## config.mk

```make
export PLATFORM = sky130hd
export DESIGN_NAME = timer_heap_scheduler
export DESIGN_NICKNAME = d
export VERILOG_FILES = /design/src/rtl/ths_pkg.sv /design/src/rtl/ths_cmp.sv /design/src/rtl/timer_heap_scheduler.sv
export VERILOG_INCLUDE_DIRS = /design/src /design/src/rtl
export SDC_FILE = /design/constraint.sdc
export NUM_CORES = 2
export LEC_CHECK = 0
export ABC_AREA = 1
export BUFFER_PORTS_ARGS = -buffer_cell sky130_fd_sc_hd__buf_4
export CAP_MARGIN = 30
export CORE_AREA = 8 8 479 481
export CTS_CLUSTER_DIAMETER = 80
export DETAILED_ROUTE_END_ITERATION = 6
export DIE_AREA = 0 0 487 489
export PLACE_DENSITY = 0.71
export SLEW_MARGIN = 10
export SYNTH_ARGS = -nofsm -noshare
export SYNTH_HDL_FRONTEND = slang
export SYNTH_SLANG_ARGS = --single-unit
```

## constraint.sdc

```tcl
create_clock -name clk -period 10.7 [get_ports clk]
set_input_delay 1.605 -clock clk [delete_from_list [all_inputs] [get_ports clk]]
set_output_delay 1.605 -clock clk [all_outputs]
set_load 0.03 [all_outputs]
```

## src/rtl/timer_heap_scheduler_defines.svh

```systemverilog
// Assertion macros shared by the timer heap scheduler RTL.
// Depends on nothing; included by modules that carry assertions.
`ifndef TIMER_HEAP_SCHEDULER_DEFINES_SVH
`define TIMER_HEAP_SCHEDULER_DEFINES_SVH
`ifndef SYNTHESIS
`define THS_ASSERT_IMP(label, clk, rst_n, pre, post) \
	label: assert property (@(posedge clk) disable iff (!rst_n) (pre) |-> (post)) \
	else $error("assertion failed");
`define THS_ASSERT_NXT(label, clk, rst_n, pre, post) \
	label: assert property (@(posedge clk) disable iff (!rst_n) (pre) |=> (post)) \
	else $error("assertion failed");
`else
`define THS_ASSERT_IMP(label, clk, rst_n, pre, post)
`define THS_ASSERT_NXT(label, clk, rst_n, pre, post)
`endif
`endif

```

## src/rtl/ths_pkg.sv

```systemverilog
// Package of the timer heap scheduler: types, sizes and codes.
// Used by every RTL module of the block; depends on nothing.
package ths_pkg;
	localparam int CAPACITY  = 16;
	localparam int ID_COUNT  = 64;
	localparam int TIME_BITS = 48;
	localparam int IDX_W     = $clog2(CAPACITY);
	localparam int CNT_W     = $clog2(CAPACITY + 1);
	localparam int ID_W      = 6;
	localparam int IVL_W     = 32;
	localparam int LID_W     = $clog2(ID_COUNT);

	localparam logic [1:0] MODE_ADD    = 2'd0;
	localparam logic [1:0] MODE_CANCEL = 2'd1;
	localparam logic [1:0] MODE_TICK   = 2'd2;
	localparam logic [1:0] MODE_UNUSED = 2'd3;

	localparam logic [1:0] KIND_ADD    = 2'd0;
	localparam logic [1:0] KIND_CANCEL = 2'd1;
	localparam logic [1:0] KIND_FIRED  = 2'd2;
	localparam logic [1:0] KIND_DONE   = 2'd3;

	typedef struct packed {
		logic [1:0]  mode;
		logic [5:0]  timer_id;
		logic [47:0] when_time;
		logic [31:0] repeat_interval;
		logic [47:0] now_time;
	} cmd_t;

	typedef struct packed {
		logic [1:0]  kind;
		logic [5:0]  fired_id;
		logic        earliest_changed;
		logic [47:0] next_expire;
		logic        next_valid;
		logic        full_error;
		logic        last;
	} result_t;

	typedef struct packed {
		logic [ID_W-1:0]      id;
		logic [TIME_BITS-1:0] expiry;
		logic [IVL_W-1:0]     ivl;
	} slot_t;

	// Shared compare unit request: is a strictly below b.
	typedef struct packed {
		logic [TIME_BITS-1:0] a;
		logic [TIME_BITS-1:0] b;
	} cmp_req_t;
endpackage

```

## src/rtl/ths_cmp.sv

```systemverilog
// Shared time comparator and saturating adder of the timer heap scheduler.
// Depends on ths_pkg.
module ths_cmp (
	input  ths_pkg::cmp_req_t                req,
	input  logic [ths_pkg::TIME_BITS-1:0]    now,
	input  logic [ths_pkg::IVL_W-1:0]        ivl,
	output logic                             less,
	output logic [ths_pkg::TIME_BITS-1:0]    resched
);
	logic [ths_pkg::TIME_BITS:0] sum;

	assign less = req.a < req.b;
	assign sum  = {1'b0, now} + {{(ths_pkg::TIME_BITS + 1 - ths_pkg::IVL_W){1'b0}}, ivl};
	// Reinsertion time saturates at the largest representable time.
	assign resched = sum[ths_pkg::TIME_BITS] ? {ths_pkg::TIME_BITS{1'b1}}
		: sum[ths_pkg::TIME_BITS-1:0];
endmodule

```

## src/rtl/timer_heap_scheduler.sv

```systemverilog
// Channel  | ports                  | handshake
// command  | start, busy, cmd       | accepted when start && !busy
// result   | res_valid, res         | each item shown for one cycle, no stall
// An add climbs the new entry up level by level until it reaches the top or
// stops below a parent that is not later; a full add or a cancel reads the top.
// A tick checks the top and pops each expired entry, sifting the last entry down
// from the top after each pop; then it walks the popped entries once to fire them
// and once more to push back the periodic ones as adds, and reads the top.
// Each result shows up in the cycle after the state that makes it; the final one
// in the first cycle with busy low. Reset clears the count and live bits.
// Top level of the timer heap scheduler; depends on ths_pkg, ths_cmp and the
// assertion header.
`include "timer_heap_scheduler_defines.svh"
module timer_heap_scheduler (
	input  logic              clk,
	input  logic              arst_n,
	input  logic              start,
	output logic              busy,
	input  ths_pkg::cmd_t     cmd,
	output logic              res_valid,
	output ths_pkg::result_t  res
);
	localparam int IW = ths_pkg::IDX_W;
	localparam int CW = ths_pkg::CNT_W;

	localparam logic [3:0] S_IDLE    = 4'd0;
	localparam logic [3:0] S_ADD     = 4'd1;
	localparam logic [3:0] S_UP_RD   = 4'd2;
	localparam logic [3:0] S_UP_CMP  = 4'd3;
	localparam logic [3:0] S_TOPRD   = 4'd4;
	localparam logic [3:0] S_DONE    = 4'd5;
	localparam logic [3:0] S_T_TOP   = 4'd6;
	localparam logic [3:0] S_T_CHK   = 4'd7;
	localparam logic [3:0] S_T_LAST  = 4'd8;
	localparam logic [3:0] S_DN_LD   = 4'd9;
	localparam logic [3:0] S_DN_RD   = 4'd10;
	localparam logic [3:0] S_DN_R2   = 4'd11;
	localparam logic [3:0] S_DN_PICK = 4'd12;
	localparam logic [3:0] S_DN_CMP  = 4'd13;
	localparam logic [3:0] S_FIRE    = 4'd14;
	localparam logic [3:0] S_RE      = 4'd15;

	logic [3:0] state_q;
	ths_pkg::cmd_t cmd_q;
	logic [CW-1:0] count_q;
	logic [ths_pkg::ID_COUNT-1:0] live_q;

	// Heap slot memory, registered read.
	ths_pkg::slot_t heap_mem [ths_pkg::CAPACITY];
	logic [IW-1:0] raddr;
	logic [IW-1:0] waddr;
	logic we;
	ths_pkg::slot_t wdata, rdata_q;

	// Entries popped by a tick, in pop order.
	ths_pkg::slot_t pop_buf [ths_pkg::CAPACITY];
	logic pop_we;
	logic [CW-1:0] pop_n_q, walk_q;

	logic [IW-1:0] idx_q, kid_q, parent;
	logic [IW:0] kl, kr;
	ths_pkg::slot_t cur_q, kid_slot_q;
	logic ec_q, ferr_q, re_q;
	logic heap_nonempty;
	logic res_fire;
	logic [1:0] done_kind;

	ths_pkg::cmp_req_t creq;
	logic less;
	logic [ths_pkg::TIME_BITS-1:0] resched;
	ths_pkg::slot_t walk_slot;
	logic walk_live;

	ths_cmp u_cmp (
		.req(creq), .now(cmd_q.now_time), .ivl(walk_slot.ivl),
		.less(less), .resched(resched)
	);

	assign walk_slot = pop_buf[walk_q[IW-1:0]];
	assign walk_live = live_q[walk_slot.id];
	assign busy = (state_q != S_IDLE);
	assign heap_nonempty = (count_q != '0);
	assign parent = (idx_q - IW'(1)) >> 1;
	assign kl = {idx_q, 1'b1};
	assign kr = kl + (IW+1)'(1);
	assign pop_we = (state_q == S_T_CHK) && heap_nonempty && less;
	assign res_fire = (state_q == S_DONE) ||
		((state_q == S_FIRE) && (walk_q != pop_n_q) && walk_live);

	always_ff @(posedge clk) begin
		if (we) heap_mem[waddr] <= wdata;
		rdata_q <= heap_mem[raddr];
	end

	always_ff @(posedge clk) begin
		if (pop_we) pop_buf[pop_n_q[IW-1:0]] <= rdata_q;
	end

	always_comb begin
		case (cmd_q.mode)
			ths_pkg::MODE_ADD:    done_kind = ths_pkg::KIND_ADD;
			ths_pkg::MODE_CANCEL: done_kind = ths_pkg::KIND_CANCEL;
			default:              done_kind = ths_pkg::KIND_DONE;
		endcase
	end

	always_comb begin
		creq = '0;
		case (state_q)
			S_ADD:     begin creq.a = cmd_q.when_time; creq.b = rdata_q.expiry; end
			S_UP_CMP:  begin creq.a = cur_q.expiry; creq.b = rdata_q.expiry; end
			S_T_CHK:   begin creq.a = rdata_q.expiry; creq.b = cmd_q.now_time; end
			S_DN_PICK: begin creq.a = rdata_q.expiry; creq.b = kid_slot_q.expiry; end
			S_DN_CMP:  begin creq.a = kid_slot_q.expiry; creq.b = cur_q.expiry; end
			default: ;
		endcase
	end

	// Idle and the top-read states read address zero.
	always_comb begin
		raddr = '0;
		we = 1'b0;
		waddr = idx_q;
		wdata = cur_q;
		case (state_q)
			S_UP_RD: begin
				if (idx_q == '0) we = 1'b1;
				else raddr = parent;
			end
			S_UP_CMP: begin
				we = 1'b1;
				if (less) wdata = rdata_q;
			end
			S_T_LAST: raddr = count_q[IW-1:0];
			S_DN_RD: begin
				if (kl >= (IW+1)'(count_q)) we = 1'b1;
				else raddr = kl[IW-1:0];
			end
			S_DN_R2: raddr = kr[IW-1:0];
			S_DN_CMP: begin
				we = 1'b1;
				if (less) wdata = kid_slot_q;
			end
			default: ;
		endcase
	end

	always_ff @(posedge clk or negedge arst_n) begin
		if (!arst_n) begin
			state_q    <= S_IDLE;
			cmd_q      <= '0;
			count_q    <= '0;
			live_q     <= '0;
			pop_n_q    <= '0;
			walk_q     <= '0;
			idx_q      <= '0;
			kid_q      <= '0;
			cur_q      <= '0;
			kid_slot_q <= '0;
			ec_q       <= 1'b0;
			ferr_q     <= 1'b0;
			re_q       <= 1'b0;
			res_valid  <= 1'b0;
			res        <= '0;
		end else begin
			res_valid <= res_fire;
			case (state_q)
				S_IDLE: begin
					if (start) begin
						cmd_q <= cmd;
						ec_q <= 1'b0;
						ferr_q <= (cmd.mode == ths_pkg::MODE_ADD) &&
							(count_q == CW'(ths_pkg::CAPACITY));
						re_q <= 1'b0;
						pop_n_q <= '0;
						case (cmd.mode)
							ths_pkg::MODE_ADD: begin
								if (count_q == CW'(ths_pkg::CAPACITY)) state_q <= S_TOPRD;
								else state_q <= S_ADD;
							end
							ths_pkg::MODE_CANCEL: begin
								live_q[cmd.timer_id] <= 1'b0;
								state_q <= S_TOPRD;
							end
							ths_pkg::MODE_TICK: state_q <= S_T_TOP;
							default: ;
						endcase
					end
				end
				S_ADD: begin
					// rdata_q holds the old top, read while idle.
					ec_q <= !heap_nonempty || less;
					live_q[cmd_q.timer_id] <= 1'b1;
					cur_q <= '{id: cmd_q.timer_id, expiry: cmd_q.when_time,
						ivl: cmd_q.repeat_interval};
					idx_q <= count_q[IW-1:0];
					count_q <= count_q + 1'b1;
					state_q <= S_UP_RD;
				end
				S_UP_RD: begin
					if (idx_q == '0) state_q <= re_q ? S_RE : S_TOPRD;
					else state_q <= S_UP_CMP;
				end
				S_UP_CMP: begin
					// Parent strictly greater than the moving entry: swap up.
					if (less) begin
						idx_q <= parent;
						state_q <= S_UP_RD;
					end else begin
						state_q <= re_q ? S_RE : S_TOPRD;
					end
				end
				S_TOPRD: state_q <= S_DONE;
				S_DONE: begin
					res <= '{kind: done_kind, fired_id: '0, earliest_changed: ec_q,
						next_expire: heap_nonempty ? rdata_q.expiry : '0,
						next_valid: heap_nonempty, full_error: ferr_q, last: 1'b1};
					state_q <= S_IDLE;
				end
				S_T_TOP: state_q <= S_T_CHK;
				S_T_CHK: begin
					if (pop_we) begin
						pop_n_q <= pop_n_q + 1'b1;
						count_q <= count_q - 1'b1;
						state_q <= (count_q == CW'(1)) ? S_T_TOP : S_T_LAST;
					end else begin
						walk_q <= '0;
						state_q <= S_FIRE;
					end
				end
				S_T_LAST: state_q <= S_DN_LD;
				S_DN_LD: begin
					// The last entry moves to the top and sifts down from there.
					cur_q <= rdata_q;
					idx_q <= '0;
					state_q <= S_DN_RD;
				end
				S_DN_RD: begin
					if (kl >= (IW+1)'(count_q)) state_q <= S_T_TOP;
					else state_q <= S_DN_R2;
				end
				S_DN_R2: begin
					kid_slot_q <= rdata_q;
					kid_q <= kl[IW-1:0];
					if (kr < (IW+1)'(count_q)) state_q <= S_DN_PICK;
					else state_q <= S_DN_CMP;
				end
				S_DN_PICK: begin
					// The right child takes over only when strictly smaller.
					if (less) begin
						kid_slot_q <= rdata_q;
						kid_q <= kr[IW-1:0];
					end
					state_q <= S_DN_CMP;
				end
				S_DN_CMP: begin
					if (less) begin
						idx_q <= kid_q;
						state_q <= S_DN_RD;
					end else begin
						state_q <= S_T_TOP;
					end
				end
				S_FIRE: begin
					if (walk_q == pop_n_q) begin
						walk_q <= '0;
						state_q <= S_RE;
					end else begin
						walk_q <= walk_q + 1'b1;
						if (walk_live) begin
							res <= '{kind: ths_pkg::KIND_FIRED, fired_id: walk_slot.id,
								earliest_changed: 1'b0, next_expire: '0, next_valid: 1'b0,
								full_error: 1'b0, last: 1'b0};
						end
					end
				end
				S_RE: begin
					if (walk_q == pop_n_q) state_q <= S_TOPRD;
					else begin
						walk_q <= walk_q + 1'b1;
						if (walk_live) begin
							if (walk_slot.ivl != '0) begin
								if (count_q < CW'(ths_pkg::CAPACITY)) begin
									cur_q <= '{id: walk_slot.id, expiry: resched,
										ivl: walk_slot.ivl};
									idx_q <= count_q[IW-1:0];
									count_q <= count_q + 1'b1;
									re_q <= 1'b1;
									state_q <= S_UP_RD;
								end
							end else live_q[walk_slot.id] <= 1'b0;
						end
					end
				end
				default: state_q <= S_IDLE;
			endcase
		end
	end

	`THS_ASSERT_IMP(a_res_idle, clk, arst_n, res_valid && res.last, state_q == S_IDLE)
	`THS_ASSERT_IMP(a_count, clk, arst_n, 1'b1, count_q <= CW'(ths_pkg::CAPACITY))
	`THS_ASSERT_NXT(a_busy, clk, arst_n, start && !busy && cmd.mode != ths_pkg::MODE_UNUSED, busy)
	`THS_ASSERT_IMP(a_fired_open, clk, arst_n, res_valid && res.kind == ths_pkg::KIND_FIRED, !res.last)
endmodule
```

Yosys cells after proc, flatten, opt, wreduce, memory -nomap -nowiden
Memory sizes are Yosys's and may differ from the RTL's. A register that Yosys moved wholly into a read port is not among the register bits.
Cells that the tools add are included.

cells by class
  add/sub/neg operators = 7
  order comparisons = 10
  equality and inequality tests = 41
  muxes and demuxes = 87
  bitwise operators = 5
  reductions and logical operators = 41

operator list
  kind                                                                   number
  86-bit two-way mux                                                     7
  96-bit one-hot mux with 5 select lines                                 1
  86-bit one-hot mux with 2 select lines                                 2
  64-bit two-way mux                                                     5
  86-bit one-hot mux with 3 select lines                                 1
  64-bit one-hot mux with 3 select lines                                 1
  64-bit AND                                                             2
  64-bit inverter                                                        2
  60-bit two-way mux                                                     2
  60-bit one-hot mux with 2 select lines                                 1
  48-bit two-way mux                                                     2
  4-bit two-way mux                                                      21
  64-bit bitwise OR                                                      1
  4-bit one-hot mux with 16 select lines                                 1
  5-bit two-way mux                                                      10
  48-bit by 32-bit adder with 49-bit output                              1
  48-bit < comparator                                                    1
  4-bit == test (second input constant)                                  8
  32-bit nonzero test                                                    1
  5-bit one-hot mux with 3 select lines                                  2
  2-bit != test (second input constant)                                  13
  6-bit AND reduction                                                    4
  6-bit by 7-bit < comparator with 1-bit output (second input constant)  3
  5-bit by 1-bit adder with 5-bit output (second input constant)         4
  other kinds (44)                                                       95

storage, ports and cells
  bits in registers = 463
  memory bits (writable) = 2752
  input bits = 139
  output and inout port bits = 62
  memories kept = 2

memories
  name      words  bits a word  rd ports  clocked after memory_dff  wr ports  line                        RTL
  heap_mem  16     86           1         1                         1         timer_heap_scheduler.sv:49  ths_pkg::slot_t heap_mem [ths_pkg::CAPACITY];
  pop_buf   16     86           1         0                         1         timer_heap_scheduler.sv:56  ths_pkg::slot_t pop_buf [ths_pkg::CAPACITY];

Longest topological paths before layout
An unclocked memory read counts as a cell.

  depth in word-level cells = 11
  depth in mapped cells = 30

Modules after synthesis
From an unflattened synthesis, not the netlist that was laid out.

second synthesis, totals
  cells, all modules = 10306
  area total of the unflattened synthesis = 111255.5 um2

modules (own cells, without submodules)
  module                instances  cells each  area an instance (um2)  seq. area each (um2)
  timer_heap_scheduler  1          9301        106126.8                72884.9
  ths_cmp               1          1005        5128.7                  0.0

Least setup slack after synthesis
OpenSTA, ideal clock, no wires.

  path kind = reg-to-reg
  from = register count_q[2]
  to = memory heap_mem[10][0] in the netlist's numbering (enable)
  data arrival time = 5312 ps
  required time = 10169 ps
  setup slack = 4857 ps
  cell stages (with the launch flop) = 15
  buffers on the path = 1
  cells stage by stage = dfrtp_1 -> clkbuf_1 -> inv_1 -> ha_1 -> inv_1 -> o21bai_1 -> a221oi_1 -> and2_1 -> inv_1 -> nand2_1 -> inv_1 -> nor3_1 -> inv_1 -> nand2_1 -> nor2_1

between the ends
  longest elaborated chain between the ends = 5

ends and longest elaborated chain
  what                                     line                         RTL
  start, declared                          timer_heap_scheduler.sv:45   logic [CW-1:0] count_q;
  start signal, assigned                   timer_heap_scheduler.sv:197  count_q <= count_q + 1'b1;
  start signal, assigned                   timer_heap_scheduler.sv:224  count_q <= count_q - 1'b1;
  start signal, assigned                   timer_heap_scheduler.sv:287  count_q <= count_q + 1'b1;
  5-bit >= comparator                      timer_heap_scheduler.sv:136  if (kl >= (IW+1)'(count_q)) we = 1'b1;
  1-bit two-way mux                        timer_heap_scheduler.sv:136
  1-bit one-hot mux with 3 select lines    timer_heap_scheduler.sv:125  case (state_q)
  1-bit two-way mux                        timer_heap_scheduler.sv:91   if (we) heap_mem[waddr] <= wdata;
  1-bit two-way mux (not written as such)  timer_heap_scheduler.sv:91
  end, declared                            timer_heap_scheduler.sv:49

No other way between the ends.

==> metrics <==
status complete, but fails checks; failing checks DRC; delay-heaviest family, CP buffers and inverters; gr usage total 29.3%; initial antenna violation count 19; fin. max-slew vios 0; final layout net count 10,700; Post-CTS Resized 0; FFs w/ async S/R, synth a little under a fifth; Slew HR 27.1%; Final Cycle Share 69.9%; Startpoint Class flop; clock sink total between 2,000 and 3,000; Hold Path Class reg -> reg; fin cells approximately 14,000; arrival time worst endpoint 8.07 ns; Initial Util 49.8%; total of max-cap violations 0; vias in the first global route 78,300; syn avg cell area 10.6 um2; FF+latch area roughly 73,000 um2; Main synth FF type edfxtp_1; Clock Latency Late Sink 0.96 ns; Area growth syn-to-layout 12.3%; CP max FO 78; area leader, netlist edfxtp_1; worst slew pin tran 1.09 ns; top cells by area, synth edfxtp_1 (54%), dfrtp_1 (10%), o21ai_0 (5.9%); die height 489 um; Power Density 310 nW/um2; final WL 363,000 um; most used cell, CP buf_4; worst-case clock buffer depth 4; Final setup viols 0; clock buffer count from CTS roughly 280; Port Buf Inserts 200; instance count of the mapped netlist around 10,000; Clk pin slew, worst setup/hold paths 0.06 ns; detailed router's first-iteration violation count 12,500; largest net degree at the start of global routing 227; most numerous cell in the Yosys netlist edfxtp_1; synth unique cells 58; Synth Net Count 10,700; number of synthesized flops with an enable pin roughly 2,000; Crit. End Element flop; CP required 11.29 ns; top post-synthesis cells by count edfxtp_1 (1,984), nor2_1 (1,711), nand2_1 (1,504), o21ai_0 (1,308), inv_1 (595); CP peak stage delay ~1 ns; overall die area 238,000 um2; layout cells sized above 1 a little under a tenth; Worst VDD drop 0.441 mV; Root Driver clkbuf_16; Detailed Routing Iterations Pass 1 7; Routability Congestion 0.972; maximum clock rate roughly 130 MHz; detailed placement HPWL 211,000 um; Filler cells 18,100; grt ovf 0; H-tree level count 5; first-pass GRT wire length 521,000 um; leakage 45.2 nW; Tmin final 7.48 ns; Vias per Instance a little over 6; I/O pins 201; sequential fraction of the synthesis area 66.0%; Yosys top cell area share 54.0%; skew final 0.0725 ns; CP max-delay cell o211ai_1; Synth Warn # 0; setup TNS 0 ns; die width 487 um; RSZ-0062 raised after global routing no; CTS tree yes; crit path buf inv count 5; Inst Count DP 13,100; worst-path cell chain nand2_1, nor2_4, buf_4, inv_2, buf_4, o21ai_0, a21oi_1, o21ai_0, ha_1, nand4_1, nor3_1, nand2_1, nor4b_1, nand2_1, nand2_4, buf_4, a21oi_4, buf_4, o211ai_1; Post-CTS Setup Bufs 0; routed vias between 80,000 and 90,000; synthesized flop and latch total 2,533; area of the multi-input gates 32,800 um2; critical path type reg -> reg; DRT antenna net count 0; Post-Syn Area 110,000 um2; final hold vios 0; Tot Pwr 38.4 mW; drt wl/cell 26.6 um; Hold-fix buffers, CTS 0; # rows approximately 170; Core Area 221,000 um2; DRC viols 1
per-layer routing:
metal	global-route usage, %	wire length [um]	vias to the layer above
met5	0	108	-
met4	14.3	20100	12
met3	8.55	48900	936
met2	43.4	157000	5434
met1	39.8	137000	40500
li1	-	-	36700
tightest hold or removal path, stage by stage (launching register included):
cell	delay, ns
dfrtp_1	0.34
nand2_1	0.05
nand2_1	0.06
placed cells by master (no fill, tap or decap), types with 198 or more instances in the layout:
cell          n
nand2_1    1499
nor2_1     1668
o21ai_1     198
a21oi_1     361
o211ai_1    323
o22ai_1     209
o21ai_0    1308
dfrtp_1     460
edfxtp_1   1984
nand3_1     380
inv_1       591
buf_4       373
clkbuf_16   287
path summary, 6_finish.rpt:
kind,from,end,slack [ns],cells past startpoint
min in group asynchronous,arst_n,cmd_q[50]$_DFFE_PN0P_,0.68,1
worst max-delay path,state_q[1]$_DFFE_PN0P_,heap_mem[5][20]$_DFFE_PP_,3.22,19
worst max register to register,state_q[1]$_DFFE_PN0P_,heap_mem[5][20]$_DFFE_PP_,3.22,19
worst min-delay path,cmd_q[77]$_DFFE_PN0P_,cmd_q[77]$_DFFE_PN0P_,0.48,2
max in group asynchronous,arst_n,cmd_q[121]$_DFFE_PN0P_,7.86,3
worst min register to register,cmd_q[77]$_DFFE_PN0P_,cmd_q[77]$_DFFE_PN0P_,0.48,2
report_power, final:
| part | switching, mW | internal, mW | total (mW) |
|---|---|---|---|
| registers | 1.73 | 13.6 | 15.3 |
| clock network | 3.84 | 5.58 | 9.42 |
| logic | 10.1 | 3.60 | 13.7 |
| total | 15.6 | 22.8 | 38.4 |
registers in the layout, summed over array words and instances, names as in the netlist:
signal and count:
pop_buf 608, kid_slot_q 86, res_valid 1, kid_q 4, count_q 5, cmd_q 136
walk_q 5, state_q 4, re_q 1, idx_q 4, heap_mem 1376, ec_q 1
cur_q 86, live_q 64, ferr_q 1, res 60, pop_n_q 5, rdata_q 86
cell families after synthesis:
logic type / after synthesis / synth area share, %
AO/OA/AOI/OAI: 2707 / 14.2
AND/OR/NAND/NOR: 3775 / 13.7
multiplexers: 1 / 0.00907
buffers and inverters: 1253 / 4.58
flip-flops: 2533 / 66.0
XOR/XNOR: 41 / 0.325
adder cells (fa/ha/maj): 104 / 1.19
cell type report:
class | instances | area share [%]
Clock buffer | 365 | 6.17
Clock inverter | 114 | 0.955
Inverter | 613 | 1.88
Antenna cell | 7 | 0.0141
Timing Repair Buffer | 396 | 2.69
Sequential cell | 2533 | 58.8
Tap cell | 2975 | 3.00
Multi-Input combinational cell | 6628 | 26.5
through the flow:
stage / setup slack (ns) / utilization, % / area (um2) / hold WS [ns]
5_1_grt: 3.10 / 56.0 / 124000 / 0.506
4_1_cts: 3.41 / 55.8 / 123000 / 0.486
3_5_place_dp: 3.38 / 51.8 / 115000 / 0.466
3_3_place_gp: 3.52 / 51.7 / 115000 / 0.465
6_report: 3.22 / 56.0 / 124000 / 0.484
2_1_floorplan: 4.86 / - / 110000 / 0.436
Power figures use the tool's default switching activity.
